<file path="src/rtl/fvp_pkg.sv">
// ----------------------------------------------------------------------------
// fvp_pkg - shared types and constants of the voltage to pwm datapath
// polynomial sine coefficients, register indexes and the configuration bundle
// ----------------------------------------------------------------------------
`timescale 1ns / 1ps

package fvp_pkg;

  // odd taylor terms of sin(pi/2 * x), q30
  localparam logic [30:0] SIN_A     = 31'd1686629713;
  localparam logic [29:0] SIN_B     = 30'd693598668;
  localparam logic [26:0] SIN_C     = 27'd85569306;
  localparam logic [22:0] SIN_D     = 23'd5026995;
  localparam logic [30:0] Q30_ONE   = 31'd1073741824;

  // quarter turn of the 16-bit angle
  localparam logic [14:0] QUARTER   = 15'd16384;

  // sqrt(3) in q16
  localparam logic [16:0] SQRT3_Q16 = 17'd113512;

  // phase voltage after clamp, units of 2^-16 v
  localparam int unsigned PH_W      = 24;
  // compare value width
  localparam int unsigned CMP_W     = 16;

  localparam logic [15:0] SUPPLY_RST = 16'd3072;
  localparam logic [15:0] LIMIT_RST  = 16'd3072;
  localparam logic [15:0] FULL_RST   = 16'd2400;

  typedef enum logic [1:0] {
    REG_SUPPLY = 2'd0,
    REG_LIMIT  = 2'd1,
    REG_FULL   = 2'd2
  } reg_idx_e;

  typedef struct packed {
    logic [15:0] supply;
    logic [15:0] limit;
    logic [15:0] full;
  } cfg_t;

endpackage

</file>
<file path="src/rtl/fvp_mix.sv">
// ----------------------------------------------------------------------------
// fvp_mix - inverse park and clarke transforms with phase clamp
// three phase voltages, offset by half supply, clamped and scaled to 2^-16 v
// ----------------------------------------------------------------------------
`timescale 1ns / 1ps

module fvp_mix #(
  parameter int unsigned SINE_BITS = 16,
  localparam int unsigned SW = SINE_BITS + 2
) (
  input  logic                               clk_i,
  input  logic                               rst_ni,
  input  logic                               valid_i,
  output logic                               ready_o,
  input  logic signed [16:0]                 u_i,
  input  logic signed [SW-1:0]               sin_i,
  input  logic signed [SW-1:0]               cos_i,
  input  fvp_pkg::cfg_t                      cfg_i,
  output logic                               valid_o,
  input  logic                               ready_i,
  output logic [2:0][fvp_pkg::PH_W-1:0]      ph_o
);

  localparam int unsigned NS = 4;
  localparam int unsigned PW = SW + 17;
  localparam int unsigned QW = PW + 18;
  localparam int unsigned VW = SINE_BITS + 38;

  logic [NS-1:0] vld_q;
  logic [NS:0]   en;

  logic signed [PW-1:0] p_q [2];
  logic signed [PW-1:0] uc_q;
  logic signed [QW-1:0] q_q;
  logic signed [VW-1:0] sum_q [3];
  logic [fvp_pkg::PH_W-1:0] ph_q [3];

  logic signed [PW-1:0] p_w, uc_w;
  logic signed [QW-1:0] q_w;
  logic signed [VW-1:0] off_w, lim_w, pe_w, qe_w;
  logic signed [VW-1:0] sum_w [3];
  logic [fvp_pkg::PH_W-1:0] ph_w [3];

  always_comb begin
    en[NS] = ready_i;
    for (int k = NS - 1; k >= 0; k--) begin
      en[k] = !vld_q[k] || en[k+1];
    end
  end

  always_ff @(posedge clk_i or negedge rst_ni) begin
    if (!rst_ni) begin
      vld_q <= '0;
    end else begin
      if (en[0]) begin
        vld_q[0] <= valid_i;
      end
      for (int k = 1; k < NS; k++) begin
        if (en[k]) begin
          vld_q[k] <= vld_q[k-1];
        end
      end
    end
  end

  always_comb begin
    p_w   = PW'(u_i) * PW'(sin_i);
    uc_w  = PW'(u_i) * PW'(cos_i);
    q_w   = QW'(uc_q) * QW'($signed({1'b0, fvp_pkg::SQRT3_Q16}));
    off_w = $signed(VW'(cfg_i.supply) << (17 + SINE_BITS));
    lim_w = $signed(VW'(cfg_i.limit) << (18 + SINE_BITS));
    pe_w  = VW'(p_q[1]);
    qe_w  = VW'(q_q);
    // alpha = -u*sin, beta = u*cos
    sum_w[0] = off_w - (pe_w <<< 17);
    sum_w[1] = off_w + qe_w + (pe_w <<< 16);
    sum_w[2] = off_w + (pe_w <<< 16) - qe_w;
    for (int l = 0; l < 3; l++) begin
      if (sum_q[l] < 0) begin
        ph_w[l] = '0;
      end else if (sum_q[l] > lim_w) begin
        ph_w[l] = {cfg_i.limit, 8'h00};
      end else begin
        ph_w[l] = sum_q[l][10 + SINE_BITS +: fvp_pkg::PH_W];
      end
    end
  end

  always_ff @(posedge clk_i) begin
    if (en[0]) begin
      p_q[0] <= p_w;
      uc_q   <= uc_w;
    end
    if (en[1]) begin
      p_q[1] <= p_q[0];
      q_q    <= q_w;
    end
    if (en[2]) begin
      for (int l = 0; l < 3; l++) begin
        sum_q[l] <= sum_w[l];
      end
    end
    if (en[3]) begin
      for (int l = 0; l < 3; l++) begin
        ph_q[l] <= ph_w[l];
      end
    end
  end

  assign ready_o = en[0];
  assign valid_o = vld_q[NS-1];
  assign ph_o    = {ph_q[2], ph_q[1], ph_q[0]};

endmodule

</file>
<file path="config.mk">
export PLATFORM = sky130hd
export DESIGN_NAME = fvp_mix
export DESIGN_NICKNAME = d
export VERILOG_FILES = /design/src/rtl/fvp_pkg.sv /design/src/rtl/fvp_mix.sv
export SDC_FILE = /design/constraint.sdc
export NUM_CORES = 2
export LEC_CHECK = 0
export BUFFER_PORTS_ARGS = -buffer_cell sky130_fd_sc_hd__buf_2
export CAP_MARGIN = 25
export CORE_MARGIN = 2
export CORE_UTILIZATION = 60
export DETAILED_ROUTE_END_ITERATION = 10
export PLACE_DENSITY = 0.76
export SKIP_CTS_REPAIR_TIMING = 1
export SLEW_MARGIN = 20
export SYNTH_ARGS = -nofsm -noshare
export SYNTH_HDL_FRONTEND = slang
export SYNTH_SLANG_ARGS = --single-unit
</file>
<file path="constraint.sdc">
create_clock -name clk_i -period 13 [get_ports clk_i]
set_clock_uncertainty 0.05 [all_clocks]
set_input_delay 0 -clock clk_i [delete_from_list [all_inputs] [get_ports clk_i]]
set_output_delay 0 -clock clk_i [all_outputs]
set_load 0.03 [all_outputs]
</file>
==> key figures <==
Outcome
  – Status: finished, final reports clean

Logic synthesis
  – Synth cell types: 70
  – Syn Nets: 6,722
  – Post-synthesis sequential area ratio: 20.8%
  – Yosys warnings: 0
  – Ranking of synthesized cells by area: fa_1 35%, edfxtp_1 21%, ha_1 12%
  – Number of flops mapped to enable cells by yosys: 364
  – Area leader, netlist: fa_1
  – Post-synthesis async set-or-reset flop share: 1.09%
  – Top_reg_cell synth: edfxtp_1
  – Mean area per synthesized cell: 10.3 um^2
  – Yosys reg bits: 368
  – Cells after Synth: 5,176
  – Synth top area share: 35.0%
  – Mapped cell area: 53,100 um^2

STA
  – Fmax: 145 MHz
  – Setup TNS: 0 ns
  – Time the worst path needs with I/O delays and setup: 6.88 ns
  – Slew Viols, Final: 0
  – Least-Margin Pin Slew: 0.979 ns
  – Unrepaired setup endpoints after global routing: no
  – Setup-failing EPs final: 0
  – Final Hold Viols: 0
  – Headroom to the max-slew limit: 34.7%
  – Fin crit share: 52.9%

Clocking
  – CTS Root Cell: clkbuf_16
  – Num CTS Buffers: 39
  – H-tree Lvls: 2
  – Reg clk slew, reported paths: 0.06 ns
  – CTS tree: yes
  – Clk_lat worst skew: 0.57 ns
  – Total clock sinks: 368
  – Clock Tree Buf Depth: 3

Global routing
  – Antenna violations before repair: 0
  – GR Util All Layers: 26.3%
  – Gr ovfl total: 0
  – Pin count of the biggest net entering global routing: 87
  – First-pass GRT wire length: 190,000 um
  – Vias in the first global route: 37,500

Route
  – First-pass iteration count of the detailed router: 5
  – Initial drt markers: 2,079
  – Final wirelength: 114,000 um
  – Routed Antenna Nets: 0
  – Wire length per cell: 17.6 um
  – Vias per cell: 5.43
  – DRC viols: 0
  – Vias: 35,300

Setup path
  – Most frequent CP cell: fa_1
  – Reg2reg start: uc_q[6]
  – Setup CP Type: reg2reg
  – Largest delay share family, worst path: adder cells
  – R2R cell count: 20
  – Type of origin of the critical path: register
  – Flop-to-flop setup slack: 6.12 ns
  – Crit path max fanout: 5
  – CP max-delay cell: a311oi_1
  – R2r endpoint: q_q[50]
  – CP max stage delay: 0.72 ns
  – Critical path buffers and inverters: 4
  – CP Capture Type: register
  – Worst-path cell chain: ha_1 > fa_1 > inv_1 > fa_1 > inv_1 > fa_1 > fa_1 > inv_1 > fa_1 > inv_1 > ha_1 > and2_1 > nor3b_1 > a21oi_1 > o21ai_0 > a21oi_1 > a311oi_1 > o21ai_0 > a21oi_1 > xnor2_1
  – Worst path required time: 13.28 ns
  – Arr. time, crit path: 7.16 ns

Worst hold path
  – Hold Crit Class: in2reg
  – Worst hold start: cfg_i[44]
  – Worst Hold Path EP: sum_q[0][45]
  – Hold Path Cell Cnt: 3

Place
  – Quantity of I/O buffers inserted on ports: 162
  – Routability Congestion: 0.927
  – Post-DP HPWL: 95,100 um

Die
  – Die width: 302 um
  – Die Y: 302 um
  – I/O pin count: 179
  – Initial Util: 60.3%
  – CORE AREA: 88,100 um^2
  – Die footprint: 90,900 um^2
  – Std-Cell Rows: 109

Flow run
  – Max Cap Viol: 0

Finish
  – Area Growth Syn to Fin: 6.58%
  – Layout net count: 6,844
  – Layout cells sized above 1: 4.96%
  – # diodes: 0
## cell usage after synthesis (44+ instances only)
cell,count
edfxtp_1,364
nand3_1,44
ha_1,513
xor2_1,61
o21ai_0,88
xnor2_1,169
nand2_1,361
and2_1,329
clkbuf_1,117
nor3_1,44
nand2b_1,45
inv_1,1261
a21oi_1,185
mux2i_1,49
nor2_1,182
a21o_1,97
fa_1,928
## cell type report
type,count,area (um^2)
inverter,1262,4740
clock buffer,47,1010
clock inverter,22,265
multi-input combinational,3426,36900
tap,1165,1460
sequential,368,11000
timing repair buffer,201,1190
fill,7095,31500
## tightest hold or removal path, stage by stage
cell and delay (ns):
buf_2 0.11, ha_1 0.18, xnor2_1 0.13
## state kept, by name, summed over array words and instances (netlist names)
name	count
p_q	70
ph_q	72
q_q	50
sum_q	137
uc_q	35
vld_q	4
## stage by stage
step	hold WS [ns]	std cells	util (%)	area, um^2	worst slack, ns
floorplan	-0.346	5176	-	53100	6.83
global placement	-0.244	6394	62.5	55100	5.97
detailed placement	-0.241	6396	62.5	55100	5.85
CTS	-0.828	6465	64.0	56300	6.13
global route	0.00839	6491	64.3	56600	5.79
finish	0.00179	6491	64.3	56600	6.12
## cells in the final DEF (no fill, tap or decap), types with 97 or more instances in the layout
cell	instances
inv_1	1260
fa_1	928
ha_1	513
edfxtp_1	364
nand2_1	360
and2_1	329
a21oi_1	185
nor2_1	182
xnor2_1	169
buf_2	163
a21o_1	97
## how the worst max path moves through the flow
stage / from / end / slack [ns] / cells after the start
3_3_place_gp: u_i[2] / uc_q[34] / 5.97 / 21
3_5_place_dp: u_i[2] / uc_q[34] / 5.85 / 21
2_1_floorplan: u_i[2] / p_q[0][31] / 6.83 / 23
6_report: uc_q[6] / q_q[50] / 6.12 / 20
5_1_grt: uc_q[6] / q_q[50] / 5.79 / 20
4_1_cts: uc_q[6] / q_q[50] / 6.13 / 20
## logic make-up after synthesis
| group | after synthesis | synth area share [%] |
|---|---|---|
| AND/OR/NAND/NOR | 1157 | 11.0 |
| flip-flops | 368 | 20.8 |
| AO/OA/AOI/OAI | 549 | 6.70 |
| XOR/XNOR | 230 | 3.79 |
| buffers and inverters | 1382 | 9.77 |
| multiplexers | 49 | 0.923 |
| adder cells (fa/ha/maj) | 1441 | 47.0 |
## per-layer routing
metal  track usage, %  share of wire (%)  up-vias
met5                0                  0        -
met4             6.60                2.4        0
met3             3.01                6.0      143
met2             44.8                 48     1055
met1             36.1                 44    17700
li1                 -                  -    16400
Power is not shown: default switching activity piles up to over one toggle a cycle in this logic, so the estimate is an artifact.
